### config.mk
export PLATFORM = sky130hd
export DESIGN_NAME = scalar_kalman_temperature_smoother
export DESIGN_NICKNAME = d
export VERILOG_FILES = /design/src/skts_pkg.sv /design/src/skts_divider.sv /design/src/skts_serial_mult.sv /design/src/scalar_kalman_temperature_smoother.sv
export SDC_FILE = /design/constraint.sdc
export NUM_CORES = 1
export LEC_CHECK = 0
export ABC_AREA = 1
export BUFFER_PORTS_ARGS = -buffer_cell sky130_fd_sc_hd__clkbuf_2
export CORE_UTILIZATION = 60
export CTS_CLUSTER_DIAMETER = 100
export DETAILED_ROUTE_END_ITERATION = 8
export PLACE_DENSITY = 0.77
export SLEW_MARGIN = 0
export SYNTH_ARGS = -nofsm -noshare
export SYNTH_HDL_FRONTEND = slang
export SYNTH_HIERARCHICAL = 1
export SYNTH_SLANG_ARGS = --single-unit
### constraint.sdc
create_clock -name clk -period 12.09 [get_ports clk]
set_clock_uncertainty 0.05 [all_clocks]
set_input_delay 1.8135 -clock clk [delete_from_list [all_inputs] [get_ports clk]]
set_output_delay 1.8135 -clock clk [all_outputs]
set_load 0.05 [all_outputs]
### src/skts_pkg.sv
// Shared types and constants for the scalar Kalman temperature smoother.
// No dependencies; imported by every module of the block.
package skts_pkg;

  // Field and register widths fixed by the interface.
  localparam int NOISE_W     = 24;
  localparam int TEMP_W      = 15;
  localparam int MIN_OUT_W   = 14;
  localparam int DUTY_W      = 14;
  localparam int MIN_STATE_W = 16;
  localparam int EST_W       = 32;
  localparam int EST_FRAC    = 16;
  localparam int INDEX_W     = 1;

  localparam int FRACTION_BITS_DEFAULT = 24;

  // Reset values.
  localparam logic [NOISE_W-1:0]     PROCESS_NOISE_RESET = NOISE_W'(8389);
  localparam logic [NOISE_W-1:0]     MEASURE_NOISE_RESET = NOISE_W'(503316);
  localparam logic [EST_W-1:0]       ESTIMATE_RESET      = EST_W'(25) << EST_FRAC;
  localparam logic [MIN_STATE_W-1:0] MINIMUM_RESET       = MIN_STATE_W'(5000);

  // Output saturation limits.
  localparam logic [MIN_OUT_W-1:0] MIN_OUT_LOW  = 14'h2000;
  localparam logic [MIN_OUT_W-1:0] MIN_OUT_HIGH = 14'h1FFF;
  localparam logic [DUTY_W-1:0]    DUTY_MAX     = 14'h3FFF;

  // Configuration register indexes.
  localparam logic [INDEX_W-1:0] REG_PROCESS_NOISE = 1'b0;
  localparam logic [INDEX_W-1:0] REG_MEASURE_NOISE = 1'b1;

  // Control of a bit-serial unit: load operands, then advance one bit.
  typedef struct packed {
    logic load;
    logic step;
  } skts_ctl_t;

endpackage

### src/skts_divider.sv
// Bit-serial restoring divider producing the Kalman gain, one quotient bit a cycle while step is held.
// Depends on skts_pkg for the control struct.
module skts_divider import skts_pkg::*; #(
  parameter int NUM_W = 26,
  parameter int DEN_W = 27,
  parameter int QUO_W = 25
) (
  input  logic             clk,
  input  skts_ctl_t        ctl,
  input  logic [NUM_W-1:0] num,
  input  logic [DEN_W-1:0] den,
  output logic [QUO_W-1:0] quotient
);

  logic [DEN_W:0]   rem;
  logic [DEN_W-1:0] den_r;
  logic [QUO_W-1:0] quo;
  logic [DEN_W:0]   den_ext;
  logic             ge;
  logic [DEN_W:0]   rem_sel;

  assign den_ext = {1'b0, den_r};
  assign ge      = (rem >= den_ext);
  assign rem_sel = ge ? (rem - den_ext) : rem;

  always_ff @(posedge clk) begin
    if (ctl.load) begin
      rem   <= (DEN_W+1)'(num);
      den_r <= den;
      quo   <= '0;
    end else if (ctl.step) begin
      quo <= {quo[QUO_W-2:0], ge};
      rem <= {rem_sel[DEN_W-1:0], 1'b0};
    end
  end

  // Force a zero gain on a zero denominator.
  assign quotient = (den_r == '0) ? '0 : quo;

endmodule

### src/skts_serial_mult.sv
// Bit-serial shift-add multiplier returning the product shifted right by B_W-1.
// Depends on skts_pkg for the control struct.
module skts_serial_mult import skts_pkg::*; #(
  parameter int A_W = 32,
  parameter int B_W = 25
) (
  input  logic           clk,
  input  skts_ctl_t      ctl,
  input  logic [A_W-1:0] a,
  input  logic [B_W-1:0] b,
  output logic [A_W:0]   product
);

  logic [A_W-1:0] a_r;
  logic [B_W-1:0] b_r;
  logic [A_W-1:0] hi;
  logic           last_bit;
  logic [A_W:0]   sum;

  assign sum = {1'b0, hi} + (b_r[0] ? {1'b0, a_r} : '0);

  always_ff @(posedge clk) begin
    if (ctl.load) begin
      a_r      <= a;
      b_r      <= b;
      hi       <= '0;
      last_bit <= 1'b0;
    end else if (ctl.step) begin
      // Drop one product bit each step; the last one dropped is bit B_W-1.
      hi       <= sum[A_W:1];
      last_bit <= sum[0];
      b_r      <= b_r >> 1;
    end
  end

  assign product = {hi, last_bit};

endmodule

### src/scalar_kalman_temperature_smoother.sv
// Top level of the scalar Kalman temperature smoother: sequencer, state and output register.
// Depends on skts_pkg, skts_divider and skts_serial_mult.
//
// Channel   Direction  Handshake                    Payload
// sample    in         sample_valid / sample_ready  sample_temp
// result    out        result_valid / result_ready  filtered_temp, minimum_temp, led_duty
// config    in         wr_en (no wait)              wr_index, wr_data
//
// Each sample passes in turn through PREP, DLOAD, DIV (the serial divider), MLOAD,
// MUL (both serial multiplies together), UPD, FILT and OUT before its result beat.
// A new sample is taken only once the previous result is loaded, so one sample
// is in flight at a time.
// Synchronous reset restores the noise registers, estimate, variance and minimum.
// A stalled result beat holds in the output register while the next sample is
// taken; the sequencer waits only if a second result is ready before the first leaves.
module scalar_kalman_temperature_smoother import skts_pkg::*; #(
  parameter int FRACTION_BITS = FRACTION_BITS_DEFAULT
) (
  input  logic                        clk,
  input  logic                        rst,
  input  logic                        wr_en,
  input  logic [INDEX_W-1:0]          wr_index,
  input  logic [NOISE_W-1:0]          wr_data,
  input  logic                        sample_valid,
  output logic                        sample_ready,
  input  logic signed [TEMP_W-1:0]    sample_temp,
  output logic                        result_valid,
  input  logic                        result_ready,
  output logic signed [TEMP_W-1:0]    filtered_temp,
  output logic signed [MIN_OUT_W-1:0] minimum_temp,
  output logic [DUTY_W-1:0]           led_duty
);

  // Variance stays below max(1.0, 2^24) plus one process-noise step.
  localparam int VAR_W = ((FRACTION_BITS > NOISE_W) ? FRACTION_BITS : NOISE_W) + 2;
  localparam int DEN_W = VAR_W + 1;
  localparam int QUO_W = FRACTION_BITS + 1;
  localparam int CNT_W = $clog2(QUO_W);
  localparam int INN_W = EST_W + 1;
  localparam logic [VAR_W-1:0] VARIANCE_RESET = VAR_W'(1) << FRACTION_BITS;

  localparam logic [3:0] S_IDLE  = 4'd0;
  localparam logic [3:0] S_PREP  = 4'd1;
  localparam logic [3:0] S_DLOAD = 4'd2;
  localparam logic [3:0] S_DIV   = 4'd3;
  localparam logic [3:0] S_MLOAD = 4'd4;
  localparam logic [3:0] S_MUL   = 4'd5;
  localparam logic [3:0] S_UPD   = 4'd6;
  localparam logic [3:0] S_FILT  = 4'd7;
  localparam logic [3:0] S_OUT   = 4'd8;

  logic [3:0]             state;
  logic [CNT_W-1:0]       cnt;

  // Configuration and filter state.
  logic [NOISE_W-1:0]     process_noise;
  logic [NOISE_W-1:0]     measure_noise;
  logic [EST_W-1:0]       estimate;
  logic [VAR_W-1:0]       variance;
  logic [MIN_STATE_W-1:0] running_minimum;

  // Per-sample working registers.
  logic [TEMP_W-1:0]      sample_r;
  logic                   innov_neg;
  logic [EST_W-1:0]       innov_mag;
  logic [TEMP_W-1:0]      filtered;

  skts_ctl_t              div_ctl;
  skts_ctl_t              mul_ctl;
  logic [QUO_W-1:0]       gain;
  logic [EST_W:0]         est_prod;
  logic [VAR_W:0]         var_prod;

  // Innovation: sample scaled to 16 fraction bits minus the estimate.
  logic [INN_W-1:0]       sample_wide;
  logic [INN_W-1:0]       innov;
  logic [INN_W-1:0]       innov_abs;
  logic [DEN_W-1:0]       den;

  assign sample_wide = {{(INN_W-TEMP_W-EST_FRAC){sample_r[TEMP_W-1]}}, sample_r,
                        {EST_FRAC{1'b0}}};
  assign innov       = sample_wide - {estimate[EST_W-1], estimate};
  assign innov_abs   = innov[INN_W-1] ? (-innov) : innov;
  assign den         = {1'b0, variance} + {{(DEN_W-NOISE_W){1'b0}}, measure_noise};

  // Truncate the estimate toward zero.
  logic [EST_W-1:0]       est_abs;
  logic [MIN_STATE_W-1:0] est_whole;
  logic [MIN_STATE_W-1:0] est_whole_neg;

  assign est_abs       = estimate[EST_W-1] ? (-estimate) : estimate;
  assign est_whole     = est_abs[EST_W-1:EST_FRAC];
  assign est_whole_neg = -est_whole;

  // Running minimum, duty and output saturation.
  logic [MIN_STATE_W-1:0] filt_ext;
  logic [MIN_STATE_W-1:0] min_next;
  logic [MIN_STATE_W:0]   duty_wide;
  logic [MIN_OUT_W-1:0]   min_sat;
  logic [DUTY_W-1:0]      duty_sat;
  logic                   out_free;

  assign filt_ext  = {filtered[TEMP_W-1], filtered};
  assign min_next  = ($signed(filt_ext) < $signed(running_minimum)) ? filt_ext
                                                                   : running_minimum;
  assign duty_wide = {filt_ext[MIN_STATE_W-1], filt_ext} - {min_next[MIN_STATE_W-1], min_next};

  always_comb begin
    if (min_next[MIN_STATE_W-1:MIN_OUT_W-1] == '0 ||
        min_next[MIN_STATE_W-1:MIN_OUT_W-1] == '1) begin
      min_sat = min_next[MIN_OUT_W-1:0];
    end else if (min_next[MIN_STATE_W-1]) begin
      min_sat = MIN_OUT_LOW;
    end else begin
      min_sat = MIN_OUT_HIGH;
    end
  end

  // Duty is never negative: the minimum never exceeds the current value.
  assign duty_sat = (duty_wide[MIN_STATE_W:DUTY_W] != '0) ? DUTY_MAX
                                                         : duty_wide[DUTY_W-1:0];

  assign out_free     = !result_valid || result_ready;
  assign sample_ready = (state == S_IDLE);

  assign div_ctl.load = (state == S_DLOAD);
  assign div_ctl.step = (state == S_DIV);
  assign mul_ctl.load = (state == S_MLOAD);
  assign mul_ctl.step = (state == S_MUL);

  skts_divider #(
    .NUM_W (VAR_W),
    .DEN_W (DEN_W),
    .QUO_W (QUO_W)
  ) u_divider (
    .clk      (clk),
    .ctl      (div_ctl),
    .num      (variance),
    .den      (den),
    .quotient (gain)
  );

  skts_serial_mult #(
    .A_W (EST_W),
    .B_W (QUO_W)
  ) u_est_mult (
    .clk     (clk),
    .ctl     (mul_ctl),
    .a       (innov_mag),
    .b       (gain),
    .product (est_prod)
  );

  skts_serial_mult #(
    .A_W (VAR_W),
    .B_W (QUO_W)
  ) u_var_mult (
    .clk     (clk),
    .ctl     (mul_ctl),
    .a       (variance),
    .b       (gain),
    .product (var_prod)
  );

  // The user must issue configuration writes only while the block is idle; the block itself does not enforce it.
  always_ff @(posedge clk) begin
    if (rst) begin
      process_noise <= PROCESS_NOISE_RESET;
      measure_noise <= MEASURE_NOISE_RESET;
    end else if (wr_en) begin
      unique case (wr_index)
        REG_PROCESS_NOISE: process_noise <= wr_data;
        REG_MEASURE_NOISE: measure_noise <= wr_data;
      endcase
    end
  end

  always_ff @(posedge clk) begin
    if (rst) begin
      state           <= S_IDLE;
      cnt             <= '0;
      result_valid    <= 1'b0;
      estimate        <= ESTIMATE_RESET;
      variance        <= VARIANCE_RESET;
      running_minimum <= MINIMUM_RESET;
    end else begin
      // Drop the result once its beat is taken, unless the next one loads in its place.
      if (result_valid && result_ready && state != S_OUT) begin
        result_valid <= 1'b0;
      end
      unique case (state)
        S_IDLE: begin
          if (sample_valid) begin
            sample_r <= sample_temp;
            state    <= S_PREP;
          end
        end
        S_PREP: begin
          // Grow the variance and capture the innovation magnitude.
          variance  <= variance + {{(VAR_W-NOISE_W){1'b0}}, process_noise};
          innov_neg <= innov[INN_W-1];
          innov_mag <= innov_abs[EST_W-1:0];
          state     <= S_DLOAD;
        end
        S_DLOAD: begin
          cnt   <= CNT_W'(QUO_W - 1);
          state <= S_DIV;
        end
        S_DIV: begin
          if (cnt == '0) begin
            state <= S_MLOAD;
          end else begin
            cnt <= cnt - 1'b1;
          end
        end
        S_MLOAD: begin
          cnt   <= CNT_W'(QUO_W - 1);
          state <= S_MUL;
        end
        S_MUL: begin
          if (cnt == '0) begin
            state <= S_UPD;
          end else begin
            cnt <= cnt - 1'b1;
          end
        end
        S_UPD: begin
          // Move the estimate toward the sample and shrink the variance.
          estimate <= innov_neg ? (estimate - est_prod[EST_W-1:0])
                                : (estimate + est_prod[EST_W-1:0]);
          variance <= variance - var_prod[VAR_W-1:0];
          state    <= S_FILT;
        end
        S_FILT: begin
          filtered <= estimate[EST_W-1] ? est_whole_neg[TEMP_W-1:0] : est_whole[TEMP_W-1:0];
          state    <= S_OUT;
        end
        S_OUT: begin
          // Hold here while an earlier result still waits.
          if (out_free) begin
            running_minimum <= min_next;
            filtered_temp   <= filtered;
            minimum_temp    <= min_sat;
            led_duty        <= duty_sat;
            result_valid    <= 1'b1;
            state           <= S_IDLE;
          end
        end
        default: begin
          state <= S_IDLE;
        end
      endcase
    end
  end

endmodule

==> summary.md, run 1 <==
| Metric | Value |
|---|---|
| Outcome | `finished, final reports clean` |
| GRT overflow | `0` |
| Worst slew pin tran | `1.14 ns` |
| Gr usage total | `31.7%` |
| Nets | `5043` |
| Endpoints failing hold | `0` |
| Seq/Total Area, Yosys | `36.6%` |
| DRT met1 WL | `42700 um` |
| Commonest non-fill, non-tap cell in the layout | `nand2_1` |
| Starting Density | `61.1%` |
| Area of the multi-input gates | `18300 um2` |
| Width of the die | `240 um` |
| Seq cells post-synth | `486` |
| CTS clk-pin slew, worst paths | `0.06 ns` |
| DRT Pass-1 Iters | `6` |
| TritonCTS clock tree | `built` |
| Crit path required time | `12.55 ns` |
| Die area | `57400 um2` |
| Rows | `86` |
| Mapped Nets | `4979` |
| Reg area | `12400 um2` |
| Area leader, netlist | `edfxtp_1` |
| Setup TNS | `0 ns` |
| Layout cells sized above 1 | `7.11%` |
| Unrepaired setup endpoints after global routing | `no` |
| HP Class | `register to register` |
| Final ANT Viol Nets | `0` |
| Top Ports | `90` |
| Post-CTS Setup Inserts | `0` |
| Max_cap viols | `0` |
| Htree depth | `2` |
| Filler cells | `4894` |
| Metal2 WL | `37800 um` |
| Die Y | `240 um` |
| Uppermost routed layer | `met5` |
| Max Slew Vio Count | `0` |
| First-pass GRT wire length | `144000 um` |
| Detailed Route Iter0 Violations | `2701` |
| Most frequent cells in the layout | `nand2_1 (1260), inv_1 (729), nor2_1 (445), o21ai_0 (268), edfxtp_1 (267)` |
| Largest net degree at the start of global routing | `89` |
| Post-synth top area share | `23.7%` |
| Worst path arrival time | `5.08 ns` |
| Final design utilization | `66.6%` |
| Pwr dens | `267 nW/um2` |
| Synth unique cells | `67` |
| Num Clock Sinks | `486` |
| DR vias | `30600` |
| Area grow syn2layout | `8.89%` |
| Setup violators final | `0` |
| Yosys warnings | `6` |
| Worst Path Class, Setup | `register to register` |
| Leakage Power | `18.1 nW` |
| Gpl congestion | `0.993` |
| Via density | `5.49` |
| Total CTS buffers | `53` |
| Routed wire length | `90900 um` |
| CP peak stage delay | `0.76 ns` |
| Post-DP HPWL | `70700 um` |
| Synth Instances | `4712` |
| VDD IR max | `174 uV` |
| Number of global-route vias before repair | `28000` |
| Clk_lat worst skew | `0.61 ns` |
| Fin crit period | `4.63 ns` |
| ANT cells | `0` |
| Post-CTS sizing | `0` |
| CP Launch Type | `register` |
| Worst Setup End Kind | `register` |
| CP Cell Sequence | `inv_1 -> nand2_1 -> xor2_1 -> ha_1 -> nand3_1 -> nand3_1 -> nand2_1 -> nand2_1 -> a21oi_1 -> o21ai_0 -> a21oi_1 -> o21ai_0 -> a21oi_1 -> o21ai_0 -> a21oi_1 -> o21ai_0 -> nand2_1 -> inv_1` |
| Mapped Area | `33900 um2` |
| Max_slew headroom | `23.8%` |
| Post-route clock period utilization | `38.3%` |
| Initial antenna violation count | `1` |
| Root buffer selected by CTS | `clkbuf_16` |
| CP max-delay cell | `edfxtp_1` |
| Worst-case clock buffer depth | `3` |
| Top FF cell, synth | `edfxtp_1` |
| DRC | `0` |
| PortBufs | `89` |
| Post-synth EDFFs | `267` |
| Top cells by area, synth | `edfxtp_1 (24%), nand2_1 (14%), dfxtp_1 (13%)` |
| Syn Area/Cell | `7.19 um2` |
| Core footprint | `55400 um2` |
| Routed wire length per instance | `16.3 um` |
| FFs w/ async S/R, synth | `0%` |
| Crit path max fanout | `18` |
| Wire length on met3 | `8480 um` |
| FMAX | `216 MHz` |
| Cts hold-fix bufs | `0` |
-- flip-flops by register name, indices dropped and copies added, names as in the netlist, 5 cells and up --
name	cells
estimate	32
innov_mag	32
u_est_mult/a_r	32
u_est_mult/hi	32
u_divider/rem	28
u_divider/den_r	27
u_var_mult/a_r	26
u_var_mult/hi	26
variance	26
u_divider/quo	25
u_est_mult/b_r	25
u_var_mult/b_r	25
measure_noise	24
process_noise	24
running_minimum	16
filtered	15
filtered_temp	15
sample_r	15
led_duty	14
minimum_temp	14
cnt	5
-- synthesized netlist by cell type (5+ instances only) --
master,n
nand2_1,1261
inv_1,731
nor2_1,447
o21ai_0,268
edfxtp_1,267
a21oi_1,259
nand3_1,232
dfxtp_1,219
ha_1,215
xor2_1,135
clkbuf_1,74
xnor2_1,72
nand4_1,65
nor3_1,48
o21ai_1,41
o21bai_1,33
nand2_2,28
o22ai_1,28
nor4_1,25
nor2_2,24
or2_2,19
a21o_1,18
o211ai_1,18
nand3_2,13
a31oi_1,12
or2_1,12
buf_2,11
inv_2,11
nand3b_1,11
buf_1,10
fa_1,7
nor2_4,7
a21oi_2,6
a32o_1,6
o21a_1,6
a211oi_1,5
a221oi_1,5
buf_6,5
nor3_2,5
-- cell families (layout without fill, tap and decap cells) --
kind of cell	after synthesis	after routing	share of synthesized area, %
fa+ha+maj	222	222	8.35
mux	1	1	0.0295
flops	486	486	36.6
xor+xnor	214	214	5.72
simple gates	2211	2211	27.7
compound gates	730	730	12.0
buf+inv	848	957	9.58
-- through the flow --
step / hold WS [ns] / setup WS, ns / std cells / instance area, um2 / total power [mW]
detailed placement: 0.355 / 6.93 / 5469 / 35000 / 7.99
global route: 0.373 / 6.98 / 5569 / 36900 / 10.6
CTS: 0.365 / 7.54 / 5569 / 36900 / 9.76
global placement: 0.351 / 6.97 / 5469 / 35000 / 7.90
finish: 0.362 / 7.46 / 5569 / 36900 / 9.84
floorplan: 0.350 / 6.10 / 4712 / 33900 / 6.65
-- final cells by class --
| type | instances | area share, % |
|---|---|---|
| Multi-Input combinational cell | 3378 | 49.5 |
| Sequential cell | 486 | 33.6 |
| Inverter | 745 | 7.58 |
| Clock buffer | 64 | 3.93 |
| Tap cell | 748 | 2.54 |
| Timing Repair Buffer | 112 | 1.68 |
| Clock inverter | 36 | 1.12 |
-- layer usage --
| metal | global-route usage (%) | up-vias |
|---|---|---|
| met2 | 47.9 | 1153 |
| li1 | - | 15400 |
| met3 | 4.49 | 122 |
| met5 | 0 | - |
| met4 | 7.91 | 2 |
| met1 | 47.2 | 13900 |
-- path summary, 6_finish.rpt --
kind / endpoint / startpoint / slack, ns / depth (start not counted)
setup / recovery: estimate[22] / innov_neg / 7.46 / 18
hold / removal: u_est_mult/a_r[10] / innov_mag[10] / 0.36 / 0
setup reg to reg: estimate[22] / innov_neg / 7.46 / 18
hold reg to reg: u_est_mult/a_r[10] / innov_mag[10] / 0.36 / 0
-- critical path: cells and delay by family, from the launching register on --
kind	cells	cell delay, ns
flip-flops	1	0.76
AND/OR/NAND/NOR	6	0.62
XOR/XNOR	1	0.44
AO/OA/AOI/OAI	8	1.83
buffers and inverters	2	0.45
adder cells (fa/ha/maj)	1	0.38
-- power by group --
group / switching (mW) / internal [mW]
logic: 3.64 / 1.80
clock network: 0.707 / 1.01
registers: 0.363 / 2.32
Power figures use the tool's default switching activity.
==> run 2, diff against run 1 <==
CORE_UTILIZATION = 58   (was 60)
PLACE_DENSITY = 0.78   (was 0.77)
clock period = 3.9 ns   (was 12.09 ns; I/O delays follow)
==> run 2 against run 1 <==
Compared with the run above:
- hold slack lost 0.27 ns
- first-iteration DRC count up 16%
- largest power group unchanged
- utilization decreased by 0.74 points
- register-to-register slack got worse by 7.4 ns
- wire length increased by 7.7%
- sequential share of layout area decreased by 0.96 points
==> summary.md, run 2 (synthesized netlist as in run 1, its figures left out) <==
| Metric | Value |
|---|---|
| Detailed Route Iter0 Violations | `3126 (+16%)` |
| Starting Density | `58.7% (-2.4 points)` |
| Clk_lat worst skew | `0.62 ns (about the same)` |
| Setup crit end | `variance[25]` |
| Post-Place Cells | `5572 (+1.9%)` |
| Crit path max fanout | `4 (-14)` |
| CTS clk-pin slew, worst paths | `0.06 ns (about the same)` |
| Placed cell area | `35700 um2 (+2.0%)` |
| Final instance area | `38000 um2 (+3.0%)` |
| Pre-CTS setup slack | `-0.0233 ns (-6.95 ns)` |
| Fin crit period | `3.89 ns (-0.745 ns)` |
| Root buffer selected by CTS | `clkbuf_16` |
| Final ANT Viol Nets | `0 (unchanged)` |
| TritonCTS clock tree | `built` |
| Area of the multi-input gates | `18600 um2 (+2.0%)` |
| Reg area | `12400 um2 (about the same)` |
| Final WS setup | `0.0148 ns (-7.45 ns)` |
| DR vias | `31700 (+3.6%)` |
| GRT overflow | `0 (unchanged)` |
| DRC | `0 (unchanged)` |
| Die area | `59400 um2 (+3.4%)` |
| FMAX | `257 MHz (+19%)` |
| Top Ports | `90 (unchanged)` |
| Setup violators final | `0 (unchanged)` |
| Worst reg2reg path depth | `24 (+6)` |
| Outcome | `finished, final reports clean` |
| PortBufs | `89 (unchanged)` |
| Worst slew pin tran | `1.10 ns (-0.0433 ns)` |
| Reg2reg start | `process_noise[0]` |
| VDD IR max | `557 uV (+220%)` |
| Max Slew Vio Count | `0 (unchanged)` |
| Most frequent cells in the layout | `nand2_1 (1251), inv_1 (724), nor2_1 (431), edfxtp_1 (267), o21ai_0 (254)` |
| Die Y | `244 um (+1.7%)` |
| Gr usage total | `32.4% (+0.69 points)` |
| Pwr dens | `827 nW/um2 (+210%)` |
| Unrepaired setup endpoints after global routing | `yes` |
| Leakage Power | `18.6 nW (+2.8%)` |
| Layout cells sized above 1 | `10.6% (+3.5 points)` |
| ANT cells | `0 (unchanged)` |
| Endpoints failing hold | `0 (unchanged)` |
| Crit path required time | `4.40 ns (-8.15 ns)` |
| Largest net degree at the start of global routing | `63 (-29%)` |
| Post-route clock period utilization | `99.6% (+61 points)` |
| Gpl congestion | `1.02 (+2.8%)` |
| Core footprint | `57700 um2 (+4.1%)` |
| Width of the die | `244 um (+1.7%)` |
| Post-DP HPWL | `75100 um (+6.2%)` |
| Routed wire length per instance | `17.2 um (+5.5%)` |
| Max_slew headroom | `26.8% (+3.0 points)` |
| Initial antenna violation count | `1 (unchanged)` |
| Number of global-route vias before repair | `29400 (+5.1%)` |
| Worst Path Class, Setup | `register to register` |
| Num Clock Sinks | `486 (unchanged)` |
| Nets | `5146 (+2.0%)` |
| Total CTS buffers | `53 (unchanged)` |
| HP Class | `primary input to register` |
| DRT Pass-1 Iters | `8 (+2)` |
| Worst r2r dst | `variance[25]` |
| Commonest non-fill, non-tap cell in the layout | `nand2_1` |
| First-pass GRT wire length | `154000 um (+6.6%)` |
| Rows | `88 (+2.3%)` |
| Htree depth | `2 (unchanged)` |
| Routed wire length | `97900 um (+7.7%)` |
| Via density | `5.57 (+1.4%)` |
| CP Launch Type | `register` |
| Fin cells | `5687 (+2.1%)` |
| Worst path arrival time | `4.39 ns (-0.69 ns)` |
| Max_cap viols | `0 (unchanged)` |
| Worst R2R Setup Slack | `0.01 ns (-7.45 ns)` |
| Area grow syn2layout | `12.1%` |
| Filler cells | `5074 (+3.7%)` |
| Worst-case clock buffer depth | `3 (unchanged)` |
| Worst Setup End Kind | `register` |
| CP Launch Point | `process_noise[0]` |
| Cts hold-fix bufs | `0 (unchanged)` |
[run 2: changes by cell type in the layout (fill, tap and decap cells not counted), sizes merged]
| cell | before | now |
|---|---|---|
| clkinvlp | 6 | 8 |
| buf | 23 | 124 |
| bufinv | 7 | 3 |
| inv | 751 | 746 |
| nand2 | 1291 | 1293 |
| clkbuf | 153 | 158 |
[run 2: power breakdown]
| part | internal [mW] | switching, mW | leakage (nW) |
|---|---|---|---|
| logic | 6.08 | 11.8 | 13.5 |
| registers | 7.18 | 1.13 | 4.24 |
| clock network | 2.95 | 2.24 | 0.862 |
| total | 16.2 | 15.2 | 18.6 |
[run 2: critical path: stages, from the launching register on]
cell,delay (ns)
dfxtp_1,0.31
inv_2,0.07
buf_4,0.12
nand3_1,0.15
nor3_2,0.22
nand2_1,0.11
nor2_1,0.15
nand2_1,0.13
nor2_1,0.17
nand3_1,0.15
nor2_4,0.15
nand4_1,0.24
nor2_2,0.20
a31oi_1,0.09
a22oi_1,0.16
ha_1,0.27
inv_1,0.16
o21bai_1,0.12
a221oi_2,0.25
nand2_1,0.10
nor2_1,0.09
nor2_1,0.04
nand2_1,0.13
o21ai_2,0.07
a21oi_2,0.12
[run 2: worst min path at each step]
| stage | start | to | slack [ns] | cells after the start |
|---|---|---|---|---|
| after floorplan | innov_mag[0] | u_est_mult/a_r[0] | 0.35 | 0 |
| after global placement | innov_mag[25] | u_est_mult/a_r[25] | 0.35 | 0 |
| after detailed placement | innov_mag[23] | u_est_mult/a_r[23] | 0.35 | 0 |
| after CTS | sample_temp[14] | sample_r[14] | 0.06 | 1 |
| after global routing | sample_temp[10] | sample_r[10] | 0.07 | 1 |
| final | sample_temp[8] | sample_r[8] | 0.09 | 1 |
[run 2: cell type report]
type	instances	area share [%]
sequential	486	32.7
multi-input combinational	3380	49.1
clock buffer	69	3.97
clock inverter	29	0.744
inverter	745	7.36
tap	765	2.52
timing repair buffer	213	3.69
[run 2: what timing repair did]
action | in CTS | in global routing
setup endpoints to repair | 2 | 32
pin swaps | 0 | 53
buffers inserted | 0 | 15
hold endpoints to repair | 0 | 0
resized for setup | 2 | 100
cloned | 0 | 2
[run 2: metal layers]
metal | GRT usage, % | share of wire, %
met1 | 45.7 | 44
met2 | 51.6 | 44
met5 | 0 | 0
met3 | 5.03 | 8.7
met4 | 8.27 | 2.6
[run 2: stage by stage]
stage | utilization, % | TNS, ns | hold slack, ns | power [mW]
3_3_place_gp | 61.9 | 0 | 0.351 | 25.1
5_1_grt | 65.8 | -1.37 | 0.0667 | 33.6
6_report | 65.8 | 0 | 0.0892 | 31.4
4_1_cts | 65.0 | 0 | 0.0602 | 30.7
3_5_place_dp | 61.9 | -0.0233 | 0.355 | 25.3
2_1_floorplan | - | 0 | 0.350 | 20.6
